--- src/hw/rtl/rcpd_pkg.sv ---
// Shared types and constants of the RC pulse capture decoder.
package rcpd_pkg;

  localparam int NUM_CHANNELS = 8;   // stored channel widths, 4..8
  localparam int NUM_LINES    = 8;   // PWM input lines, set by the 3-bit index
  localparam int CH_W         = $clog2(NUM_CHANNELS);
  localparam int FC_W         = $clog2(NUM_CHANNELS + 1);
  localparam int STAMP_W      = 16;
  localparam int IDX_W        = 3;
  localparam int GOOD_W       = 4;
  localparam int GOOD_CHANNELS = 4;
  localparam logic [GOOD_W-1:0] GOOD_ALL = 4'h0F;

  localparam logic REQ_CAPTURE = 1'b0;
  localparam logic REQ_READ    = 1'b1;

  localparam int CFG_ADDR_W = 5;
  localparam int CFG_DATA_W = 32;

  localparam logic               PPM_MODE_RST  = 1'b1;
  localparam logic [STAMP_W-1:0] WIDTH_LO_RST  = 16'd750;
  localparam logic [STAMP_W-1:0] WIDTH_HI_RST  = 16'd2250;
  localparam logic [STAMP_W-1:0] SYNC_GAP_RST  = 16'd2700;
  localparam logic [STAMP_W-1:0] FS_THRESH_RST = 16'd985;

  typedef enum logic [2:0] {
    REG_PPM_MODE  = 3'd0,
    REG_WIDTH_LO  = 3'd1,
    REG_WIDTH_HI  = 3'd2,
    REG_SYNC_GAP  = 3'd3,
    REG_FS_THRESH = 3'd4
  } rcpd_reg_t;

  typedef struct packed {
    logic               ppm_mode;
    logic [STAMP_W-1:0] width_lo;
    logic [STAMP_W-1:0] width_hi;
    logic [STAMP_W-1:0] sync_gap;
    logic [STAMP_W-1:0] failsafe_threshold;
  } rcpd_cfg_t;

endpackage

--- src/hw/rtl/rcpd_if.sv ---
// Valid/ready channel interfaces for requests and results.
interface rcpd_in_if;
  logic                          valid;
  logic                          ready;
  logic                          req_type;
  logic [rcpd_pkg::IDX_W-1:0]    channel_index;
  logic [rcpd_pkg::STAMP_W-1:0]  capture_time;

  modport source (output valid, req_type, channel_index, capture_time, input ready);
  modport sink   (input valid, req_type, channel_index, capture_time, output ready);
endinterface

interface rcpd_out_if;
  logic                          valid;
  logic                          ready;
  logic [rcpd_pkg::STAMP_W-1:0]  width_value;
  logic                          width_updated;
  logic [rcpd_pkg::IDX_W-1:0]    updated_channel;
  logic                          next_edge_falling;
  logic                          failsafe_clear;

  modport source (output valid, width_value, width_updated, updated_channel,
                  next_edge_falling, failsafe_clear, input ready);
  modport sink   (input valid, width_value, width_updated, updated_channel,
                  next_edge_falling, failsafe_clear, output ready);
endinterface

--- src/hw/rtl/rcpd_cfg.sv ---
// APB-style configuration register bank.
module rcpd_cfg (
  input  logic                            clk,
  input  logic                            rst_n,
  input  logic                            psel,
  input  logic                            penable,
  input  logic                            pwrite,
  input  logic [rcpd_pkg::CFG_ADDR_W-1:0] paddr,
  input  logic [rcpd_pkg::CFG_DATA_W-1:0] pwdata,
  output logic [rcpd_pkg::CFG_DATA_W-1:0] prdata,
  output logic                            pready,
  output rcpd_pkg::rcpd_cfg_t             cfg
);

  rcpd_pkg::rcpd_cfg_t cfg_r;
  rcpd_pkg::rcpd_reg_t reg_sel;
  logic                wr_en;

  assign pready  = 1'b1;
  assign wr_en   = psel && penable && pwrite && pready;
  assign reg_sel = rcpd_pkg::rcpd_reg_t'(paddr[rcpd_pkg::CFG_ADDR_W-1:2]);
  assign cfg     = cfg_r;

  always_ff @(posedge clk) begin
    if (!rst_n) begin
      cfg_r.ppm_mode           <= rcpd_pkg::PPM_MODE_RST;
      cfg_r.width_lo           <= rcpd_pkg::WIDTH_LO_RST;
      cfg_r.width_hi           <= rcpd_pkg::WIDTH_HI_RST;
      cfg_r.sync_gap           <= rcpd_pkg::SYNC_GAP_RST;
      cfg_r.failsafe_threshold <= rcpd_pkg::FS_THRESH_RST;
    end else if (wr_en) begin
      unique case (reg_sel)
        rcpd_pkg::REG_PPM_MODE:  cfg_r.ppm_mode           <= pwdata[0];
        rcpd_pkg::REG_WIDTH_LO:  cfg_r.width_lo           <= pwdata[rcpd_pkg::STAMP_W-1:0];
        rcpd_pkg::REG_WIDTH_HI:  cfg_r.width_hi           <= pwdata[rcpd_pkg::STAMP_W-1:0];
        rcpd_pkg::REG_SYNC_GAP:  cfg_r.sync_gap           <= pwdata[rcpd_pkg::STAMP_W-1:0];
        rcpd_pkg::REG_FS_THRESH: cfg_r.failsafe_threshold <= pwdata[rcpd_pkg::STAMP_W-1:0];
        default: ;  // unmapped index: write dropped
      endcase
    end
  end

  always_comb begin
    unique case (reg_sel)
      rcpd_pkg::REG_PPM_MODE:  prdata = rcpd_pkg::CFG_DATA_W'(cfg_r.ppm_mode);
      rcpd_pkg::REG_WIDTH_LO:  prdata = rcpd_pkg::CFG_DATA_W'(cfg_r.width_lo);
      rcpd_pkg::REG_WIDTH_HI:  prdata = rcpd_pkg::CFG_DATA_W'(cfg_r.width_hi);
      rcpd_pkg::REG_SYNC_GAP:  prdata = rcpd_pkg::CFG_DATA_W'(cfg_r.sync_gap);
      rcpd_pkg::REG_FS_THRESH: prdata = rcpd_pkg::CFG_DATA_W'(cfg_r.failsafe_threshold);
      default:                 prdata = '0;
    endcase
  end

endmodule

--- src/hw/rtl/rcpd_core.sv ---
// Decode datapath: input register, width/state logic, result register.
module rcpd_core (
  input  logic                clk,
  input  logic                rst_n,
  input  rcpd_pkg::rcpd_cfg_t cfg,
  rcpd_in_if.sink             in_chan,
  rcpd_out_if.source          out_chan
);

  localparam int NCH = rcpd_pkg::NUM_CHANNELS;
  localparam int CHW = rcpd_pkg::CH_W;
  localparam int FCW = rcpd_pkg::FC_W;
  localparam int SW  = rcpd_pkg::STAMP_W;
  localparam int IW  = rcpd_pkg::IDX_W;
  localparam int GW  = rcpd_pkg::GOOD_W;

  // input stage
  logic          in_valid_r;
  logic          in_req_r;
  logic [IW-1:0] in_idx_r;
  logic [SW-1:0] in_stamp_r;

  // decoder state
  logic [SW-1:0]  last_stamp_r;
  logic [FCW-1:0] frame_channel_r;
  logic [SW-1:0]  channel_widths_r [NCH];
  logic [GW-1:0]  good_mask_r;
  logic [rcpd_pkg::NUM_LINES-1:0] awaiting_fall_r;
  logic [SW-1:0]  rise_stamps_r [rcpd_pkg::NUM_LINES];

  // result stage
  logic          out_valid_r;
  logic [SW-1:0] out_width_r;
  logic          out_upd_r;
  logic [IW-1:0] out_ch_r;
  logic          out_nfall_r;
  logic          out_fs_r;

  logic advance;
  logic take;

  // combinational decode
  logic           is_read;
  logic           ppm;
  logic           fall_now;
  logic [SW-1:0]  gap;
  logic [SW-1:0]  pwm_w;
  logic [SW-1:0]  width;
  logic           width_ok;
  logic           is_sync;
  logic           fc_lt;
  logic           idx_lt;
  logic           store;
  logic [CHW-1:0] store_ch;
  logic [GW-1:0]  mask_set;
  logic           mask_full;
  logic [GW-1:0]  good_nxt;
  logic [FCW-1:0] frame_channel_nxt;
  logic [SW-1:0]  rd_width;
  logic [SW-1:0]  out_width_nxt;
  logic [IW-1:0]  out_ch_nxt;
  logic           out_nfall_nxt;
  logic           out_fs_nxt;

  assign advance       = in_valid_r && (!out_valid_r || out_chan.ready);
  assign in_chan.ready = !in_valid_r || advance;
  assign take          = in_chan.valid && in_chan.ready;

  always_comb begin
    is_read  = (in_req_r == rcpd_pkg::REQ_READ);
    ppm      = cfg.ppm_mode;
    fall_now = awaiting_fall_r[in_idx_r];
    gap      = in_stamp_r - last_stamp_r;
    pwm_w    = in_stamp_r - rise_stamps_r[in_idx_r];
    width    = ppm ? gap : pwm_w;
    width_ok = (width > cfg.width_lo) && (width < cfg.width_hi);
    is_sync  = gap > cfg.sync_gap;
    fc_lt    = 32'(frame_channel_r) < NCH;
    idx_lt   = 32'(in_idx_r) < NCH;

    if (ppm) begin
      store    = !is_read && !is_sync && width_ok && fc_lt;
      store_ch = CHW'(frame_channel_r);
    end else begin
      store    = !is_read && fall_now && width_ok && idx_lt;
      store_ch = CHW'(in_idx_r);
    end

    // good mask only tracks channels 0..3
    mask_set = good_mask_r;
    if ((32'(store_ch) < rcpd_pkg::GOOD_CHANNELS) && (width > cfg.failsafe_threshold)) begin
      mask_set = good_mask_r | (GW'(1) << store_ch);
    end
    mask_full = (mask_set == rcpd_pkg::GOOD_ALL);
    good_nxt  = mask_full ? '0 : mask_set;

    if (is_sync) begin
      frame_channel_nxt = '0;
    end else if (fc_lt) begin
      frame_channel_nxt = frame_channel_r + FCW'(1);
    end else begin
      frame_channel_nxt = frame_channel_r;  // saturated until next sync
    end

    rd_width = idx_lt ? channel_widths_r[CHW'(in_idx_r)] : '0;

    if (is_read) begin
      out_width_nxt = rd_width;
    end else if (store) begin
      out_width_nxt = width;
    end else begin
      out_width_nxt = '0;
    end
    out_ch_nxt    = store ? (ppm ? IW'(frame_channel_r) : in_idx_r) : '0;
    out_nfall_nxt = !is_read && !ppm && !fall_now;
    out_fs_nxt    = store && mask_full;
  end

  // input register
  always_ff @(posedge clk) begin
    if (!rst_n) begin
      in_valid_r <= 1'b0;
    end else if (take) begin
      in_valid_r <= 1'b1;
    end else if (advance) begin
      in_valid_r <= 1'b0;
    end
    if (take) begin
      in_req_r   <= in_chan.req_type;
      in_idx_r   <= in_chan.channel_index;
      in_stamp_r <= in_chan.capture_time;
    end
  end

  // decoder state with reset values
  always_ff @(posedge clk) begin
    if (!rst_n) begin
      last_stamp_r    <= '0;
      frame_channel_r <= '0;
      good_mask_r     <= '0;
      awaiting_fall_r <= '0;
      for (int i = 0; i < NCH; i++) begin
        channel_widths_r[i] <= '0;
      end
    end else if (advance && !is_read) begin
      if (ppm) begin
        last_stamp_r    <= in_stamp_r;
        frame_channel_r <= frame_channel_nxt;
      end else begin
        awaiting_fall_r[in_idx_r] <= !fall_now;
      end
      if (store) begin
        channel_widths_r[store_ch] <= width;
        good_mask_r                <= good_nxt;
      end
    end
  end

  // rise stamps: read only after written, no reset
  always_ff @(posedge clk) begin
    if (advance && !is_read && !ppm && !fall_now) begin
      rise_stamps_r[in_idx_r] <= in_stamp_r;
    end
  end

  // result register
  always_ff @(posedge clk) begin
    if (!rst_n) begin
      out_valid_r <= 1'b0;
    end else if (advance) begin
      out_valid_r <= 1'b1;
    end else if (out_chan.ready) begin
      out_valid_r <= 1'b0;
    end
    if (advance) begin
      out_width_r <= out_width_nxt;
      out_upd_r   <= store;
      out_ch_r    <= out_ch_nxt;
      out_nfall_r <= out_nfall_nxt;
      out_fs_r    <= out_fs_nxt;
    end
  end

  assign out_chan.valid             = out_valid_r;
  assign out_chan.width_value       = out_width_r;
  assign out_chan.width_updated     = out_upd_r;
  assign out_chan.updated_channel   = out_ch_r;
  assign out_chan.next_edge_falling = out_nfall_r;
  assign out_chan.failsafe_clear    = out_fs_r;

  a_mask_never_full: assert property (@(posedge clk) disable iff (!rst_n)
    good_mask_r != rcpd_pkg::GOOD_ALL)
    else $error("good mask left full");

  a_frame_sat: assert property (@(posedge clk) disable iff (!rst_n)
    32'(frame_channel_r) <= NCH)
    else $error("frame channel beyond saturation");

  a_fs_needs_store: assert property (@(posedge clk) disable iff (!rst_n)
    (out_valid_r && out_fs_r) |-> out_upd_r)
    else $error("failsafe clear without stored width");

  a_rise_no_store: assert property (@(posedge clk) disable iff (!rst_n)
    (out_valid_r && out_nfall_r) |-> !out_upd_r)
    else $error("rise capture stored a width");

  a_stage_holds: assert property (@(posedge clk) disable iff (!rst_n)
    (in_valid_r && !advance) |=> (in_valid_r && $stable(in_stamp_r)))
    else $error("stalled input stage lost its transaction");

endmodule

--- src/hw/rtl/rc_pulse_capture_decoder.sv ---
// Top level of the RC pulse capture decoder: config bank plus decode core.
//
// Decodes RC receiver timing from 16-bit timer capture stamps. Each request
// transaction (a capture event or a width read) yields exactly one result
// transaction. In PPM mode (ppm_mode=1) captures are differenced modulo 2^16;
// a gap above sync_gap restarts the frame at channel 0, and a gap strictly
// inside (width_lo, width_hi) is stored for the current slot, which counts
// up to NUM_CHANNELS and stays there until the next sync. In PWM mode each
// line alternates rise/fall captures and the width is fall minus rise.
// Good widths (above failsafe_threshold) on channels 0..3 fill a mask; when
// all four are in, the mask clears and failsafe_clear is set.
// Rate: one transaction per clock, sustained while the result side is ready.
// A request is accepted into the input register, then the decode logic (the
// 16-bit stamp subtract, the window compares and a state write) loads the
// result register. A stall at the output holds the request in the input
// register. The result register decouples the sides, so a new request is
// taken while a result waits. Stored widths reset to zero at once; there
// is no clearing pass.
// Config registers (APB, 32-bit, byte address 4*i): 0 ppm_mode, 1 width_lo,
// 2 width_hi, 3 sync_gap, 4 failsafe_threshold. Write only while idle.
module rc_pulse_capture_decoder (
  input  logic                            clk,
  input  logic                            rst_n,
  rcpd_in_if.sink                         in_chan,
  rcpd_out_if.source                      out_chan,
  input  logic                            psel,
  input  logic                            penable,
  input  logic                            pwrite,
  input  logic [rcpd_pkg::CFG_ADDR_W-1:0] paddr,
  input  logic [rcpd_pkg::CFG_DATA_W-1:0] pwdata,
  output logic [rcpd_pkg::CFG_DATA_W-1:0] prdata,
  output logic                            pready
);

  // live register values to the datapath
  rcpd_pkg::rcpd_cfg_t cfg;

  rcpd_cfg u_cfg (
    .clk     (clk),
    .rst_n   (rst_n),
    .psel    (psel),
    .penable (penable),
    .pwrite  (pwrite),
    .paddr   (paddr),
    .pwdata  (pwdata),
    .prdata  (prdata),
    .pready  (pready),
    .cfg     (cfg)
  );

  // single-pass decode: input reg -> logic -> result reg
  rcpd_core u_core (
    .clk      (clk),
    .rst_n    (rst_n),
    .cfg      (cfg),
    .in_chan  (in_chan),
    .out_chan (out_chan)
  );

endmodule
--- src/flat_wrapper.sv ---
// flat-port wrapper written by rule: the top's interface ports become plain ports
module rc_pulse_capture_decoder_flat 
  (clk, rst_n, psel, penable, pwrite, paddr, pwdata, prdata, pready, in_chan_valid, in_chan_req_type, in_chan_channel_index, in_chan_capture_time, in_chan_ready, out_chan_valid, out_chan_width_value, out_chan_width_updated, out_chan_updated_channel, out_chan_next_edge_falling, out_chan_failsafe_clear, out_chan_ready);
  rcpd_in_if in_chan_i ();
  rcpd_out_if out_chan_i ();
  input  logic clk;
  input  logic rst_n;
  input  logic psel;
  input  logic penable;
  input  logic pwrite;
  input  logic [rcpd_pkg::CFG_ADDR_W-1:0] paddr;
  input  logic [rcpd_pkg::CFG_DATA_W-1:0] pwdata;
  output logic [rcpd_pkg::CFG_DATA_W-1:0] prdata;
  output logic pready;
  input wire logic [$bits(in_chan_i.valid)-1:0] in_chan_valid;
  input wire logic [$bits(in_chan_i.req_type)-1:0] in_chan_req_type;
  input wire logic [$bits(in_chan_i.channel_index)-1:0] in_chan_channel_index;
  input wire logic [$bits(in_chan_i.capture_time)-1:0] in_chan_capture_time;
  output wire logic [$bits(in_chan_i.ready)-1:0] in_chan_ready;
  output wire logic [$bits(out_chan_i.valid)-1:0] out_chan_valid;
  output wire logic [$bits(out_chan_i.width_value)-1:0] out_chan_width_value;
  output wire logic [$bits(out_chan_i.width_updated)-1:0] out_chan_width_updated;
  output wire logic [$bits(out_chan_i.updated_channel)-1:0] out_chan_updated_channel;
  output wire logic [$bits(out_chan_i.next_edge_falling)-1:0] out_chan_next_edge_falling;
  output wire logic [$bits(out_chan_i.failsafe_clear)-1:0] out_chan_failsafe_clear;
  input wire logic [$bits(out_chan_i.ready)-1:0] out_chan_ready;
  assign in_chan_i.valid = in_chan_valid;
  assign in_chan_i.req_type = in_chan_req_type;
  assign in_chan_i.channel_index = in_chan_channel_index;
  assign in_chan_i.capture_time = in_chan_capture_time;
  assign in_chan_ready = in_chan_i.ready;
  assign out_chan_valid = out_chan_i.valid;
  assign out_chan_width_value = out_chan_i.width_value;
  assign out_chan_width_updated = out_chan_i.width_updated;
  assign out_chan_updated_channel = out_chan_i.updated_channel;
  assign out_chan_next_edge_falling = out_chan_i.next_edge_falling;
  assign out_chan_failsafe_clear = out_chan_i.failsafe_clear;
  assign out_chan_i.ready = out_chan_ready;
  rc_pulse_capture_decoder u_core (.clk(clk), .rst_n(rst_n), .in_chan(in_chan_i), .out_chan(out_chan_i), .psel(psel), .penable(penable), .pwrite(pwrite), .paddr(paddr), .pwdata(pwdata), .prdata(prdata), .pready(pready));
endmodule
--- config.mk ---
export PLATFORM = sky130hd
export DESIGN_NAME = rc_pulse_capture_decoder_flat
export DESIGN_NICKNAME = d
export VERILOG_FILES = /design/src/hw/rtl/rcpd_pkg.sv /design/src/hw/rtl/rcpd_if.sv /design/src/hw/rtl/rcpd_cfg.sv /design/src/hw/rtl/rcpd_core.sv /design/src/hw/rtl/rc_pulse_capture_decoder.sv /design/src/flat_wrapper.sv
export SDC_FILE = /design/constraint.sdc
export NUM_CORES = 1
export LEC_CHECK = 0
export CORE_MARGIN = 8
export CORE_UTILIZATION = 34
export DETAILED_ROUTE_END_ITERATION = 8
export DONT_BUFFER_PORTS = 1
export PLACE_DENSITY = 0.46
export SKIP_CTS_REPAIR_TIMING = 1
export SYNTH_ARGS = -nofsm -noshare
export SYNTH_HDL_FRONTEND = slang
export SYNTH_SLANG_ARGS = --single-unit
--- constraint.sdc ---
create_clock -name clk -period 8.3 [get_ports clk]
set_input_delay 1.66 -clock clk [delete_from_list [all_inputs] [get_ports clk]]
set_output_delay 1.66 -clock clk [all_outputs]
set_load 0.01 [all_outputs]
==> results_dict.tcl <==
set metrics [dict create \
    syn_avg_cell_area_um2 11.7 \
    outcome "finished, final reports clean" \
    grt_pass1_vias 13000 \
    fmax_mhz 140 \
    wl_per_cell_um 21.9 \
    p_sw_mw 1.25 \
    clk_pin_slew_ps 60 \
    post-dp-hpwl_um 37200 \
    drtIter0Drc 843 \
    synthDominantCellAreaShare 0.451 \
    die_height_um 257 \
    critPathBufInv 1 \
    crit_type "flop to flop" \
    multi_input_area_um2 8050 \
    core_region_area_um2 57700 \
    power.internal_mw 3.70 \
    first_pass_iters 6 \
    synth_area_leader_cell "edfxtp_1" \
    synthFlopType "edfxtp_1" \
    ant_nets 0 \
    finalPower_mw 4.95 \
    seq_area_um2 11000 \
    rsz0062_at_grt "no" \
    htreeDepth 2 \
    grt_overflow 0 \
    io_buffers 0 \
    routed_wl_um 54900 \
    finalHoldViolations 0 \
    tightest_slew_ps 1130 \
    critPathArrivalTime_ps 7450 \
    grt_pass1_wl_um 82500 \
    clock_latency_ps 580 \
    min_period_ps 7120 \
    synth_seq_cells 400 \
    whs_ps 455 \
    final_common_cell "edfxtp_1" \
    grt_max_degree 74 \
    clock_sinks 400 \
    fin_setup_tns_ps 0 \
    pwr-share-comb 0.125 \
    seq_power_share 0.452 \
    synth-async-reset-ratio 0 \
    die_area_um2 66300 \
    worst_slack_ps 1180 \
    clockBufferDepth 3 \
    maxSlewViolCount 0 \
    vias_per_cell 5.19 \
    cp.required_ps 8640 \
    cts_buffers 47 \
    cp_slowest_cell "o2111a_1" \
    die_w_um 257 \
    vias 13000 \
    yosys_warnings 0 \
    yosys.cell_types.count 84 \
    syn_inst 1696 \
    nets 1866 \
    critPathLaunchType "flop" \
    p_sw_frac 0.252 \
    cts_root_buffer "clkbuf_16" \
    drive_above_1_share 0.139 \
    grt_util_all_layers 0.162 \
    synth_area_leaders "edfxtp_1 (45%), dfxtp_1 (10%), mux4_2 (7.5%)" \
    pin_count 121 \
    drv_cap 0 \
    fin_crit_sh 0.858 \
    drc 0 \
    path_delay_family "compound AO/OA/AOI/OAI gates" \
    cpPeakStageDelay_ps 720 \
    crit_chain "mux4_2 -> mux2i_1 -> ha_1 -> nor2b_1 -> o31a_1 -> o21a_1 -> o41ai_1 -> o21ai_0 -> nand3_2 -> inv_1 -> ha_1 -> nand2_1 -> o21ai_0 -> a2111oi_0 -> o2111a_1 -> nand2_1 -> a21oi_1" \
    initial_utilization 0.344 \
    slew_headroom 0.243 \
    syn_to_final_growth_pct 12.5 \
    ir_drop_v 0.000119 \
    yosysSeqAreaShare 0.554 \
    setup_violations 0 \
    clock_skew_ps 16.7 \
    end_kind "flop" \
    hp-class "flop to flop" \
    cts_tree "done" \
    rows 88 \
    synth-edff-count 298 \
    syn_area_um2 19800 \
    powerDensity_nw_per_um2 222 \
    pwr-share-clk 0.423 \
    n_fill_cell 5600 \
    gp_routability_congestion 0.823 \
    antenna_found_initial 1 \
    critPathMaxFanout 25 \
    layout_common_cells "edfxtp_1 (298), nand2_1 (230), nor2_1 (175), a21oi_1 (110), inv_1 (99)" \
    post-place-ws_ps 900 \
    total_leakage_power_nw 8.08 \
]
==> registers in the layout, indices dropped and copies added, names as in the netlist, 4 cells and up, named ones only <==
| register | flops |
|---|---|
| u_core.u_core.out_chan.width_value | 16 |
| u_core.u_core.last_stamp_r | 16 |
| u_core.u_core.awaiting_fall_r | 8 |
| u_core.u_core.good_mask_r | 4 |
| u_core.u_core.in_stamp_r | 16 |
| u_core.u_core.channel_widths_r | 128 |
| u_core.u_core.frame_channel_r | 4 |
| u_core.u_cfg.cfg | 65 |
| u_core.u_core.rise_stamps_r | 128 |
==> path summary, 6_finish.rpt <==
kind / start / to / cells after the start / slack [ps]
worst max-delay path: flop / u_core.u_core.out_chan.updated_channel[1] / 17 / 1180
worst min-delay path: u_core.u_core.last_stamp_r[1] / u_core.u_core.last_stamp_r[1] / 2 / 450
worst max register to register: flop / u_core.u_core.out_chan.updated_channel[1] / 17 / 1180
worst min register to register: u_core.u_core.last_stamp_r[1] / u_core.u_core.last_stamp_r[1] / 2 / 450
==> power by group through the flow <==
stage | sequential, mW | combinational [mW] | clock, mW
6_report | 2.24 | 0.617 | 2.09
5_1_grt | 2.24 | 0.686 | 2.22
4_1_cts | 2.24 | 0.625 | 2.15
3_5_place_dp | 2.28 | 0.622 | 0
3_3_place_gp | 2.28 | 0.616 | 0
2_1_floorplan | 2.25 | 0.460 | 0
==> per-layer routing <==
layer	part of all wire	GRT usage	up-vias	wire length, µm
met1	0.44	0.213	6476	24300
met2	0.48	0.271	270	26500
li1	-	-	6201	-
met4	0.026	0.0462	0	1420
met5	0	0	-	0
met3	0.049	0.0314	82	2700
==> metrics by stage <==
stage,std cells,util,cell area (µm²)
6_report,2508,0.387,22300
5_1_grt,2507,0.387,22300
4_1_cts,2507,0.387,22300
3_5_place_dp,2422,0.360,20700
3_3_place_gp,2422,0.360,20700
2_1_floorplan,1711,-,19900
==> synthesized netlist by cell type, types with 4 or more instances <==
| cell | instances |
|---|---|
| nor2_1 | 179 |
| dfxtp_1 | 102 |
| buf_4 | 23 |
| o21a_1 | 11 |
| xor2_1 | 8 |
| and2_1 | 7 |
| nor2b_1 | 12 |
| o21ai_1 | 7 |
| a211oi_1 | 8 |
| o21bai_1 | 4 |
| nand4_4 | 4 |
| mux2i_1 | 23 |
| a41oi_1 | 5 |
| edfxtp_1 | 298 |
| clkbuf_1 | 57 |
| a21o_1 | 11 |
| and4_1 | 4 |
| o211a_1 | 4 |
| buf_2 | 18 |
| o211ai_1 | 32 |
| a22oi_1 | 21 |
| nand4_1 | 16 |
| nand2b_1 | 13 |
| mux2_2 | 23 |
| nand2_1 | 230 |
| o21ai_0 | 73 |
| nor3_1 | 8 |
| inv_1 | 99 |
| a21oi_1 | 110 |
| a211o_1 | 4 |
| ha_1 | 94 |
| xnor2_1 | 14 |
| nand3_1 | 17 |
| and3_1 | 9 |
| o31ai_1 | 4 |
| mux4_2 | 66 |
==> worst register-to-register path: stages, from the launching register on <==
cell and delay [ps]:
dfxtp_4 690, mux4_2 590, mux2i_1 320, ha_1 290, nor2b_1 140, o31a_1 290, o21a_1 260, o41ai_1 620
o21ai_0 230, nand3_2 300, inv_1 180, ha_1 340, nand2_1 70, o21ai_0 100, a2111oi_0 460, o2111a_1 730
nand2_1 710, a21oi_1 570
==> cells by family after synthesis <==
logic type | after synthesis | share of synthesized area
flops | 400 | 0.554
other cells | 2 | 0.000379
fa+ha+maj | 96 | 0.0613
simple gates | 526 | 0.120
compound gates | 331 | 0.107
buf+inv | 204 | 0.0449
xor+xnor | 22 | 0.00972
mux | 115 | 0.103
==> area by class of cell <==
| type | instances | area share |
|---|---|---|
| diodes | 1 | 0.000112 |
| clock buffers | 76 | 0.0625 |
| clock inverters | 9 | 0.00729 |
| inverters | 101 | 0.0170 |
| multi-input cells | 1107 | 0.361 |
| flip-flops and latches | 400 | 0.493 |
| well taps | 765 | 0.0429 |
| repair buffers | 49 | 0.0165 |
(Power assumes the default switching activity.)
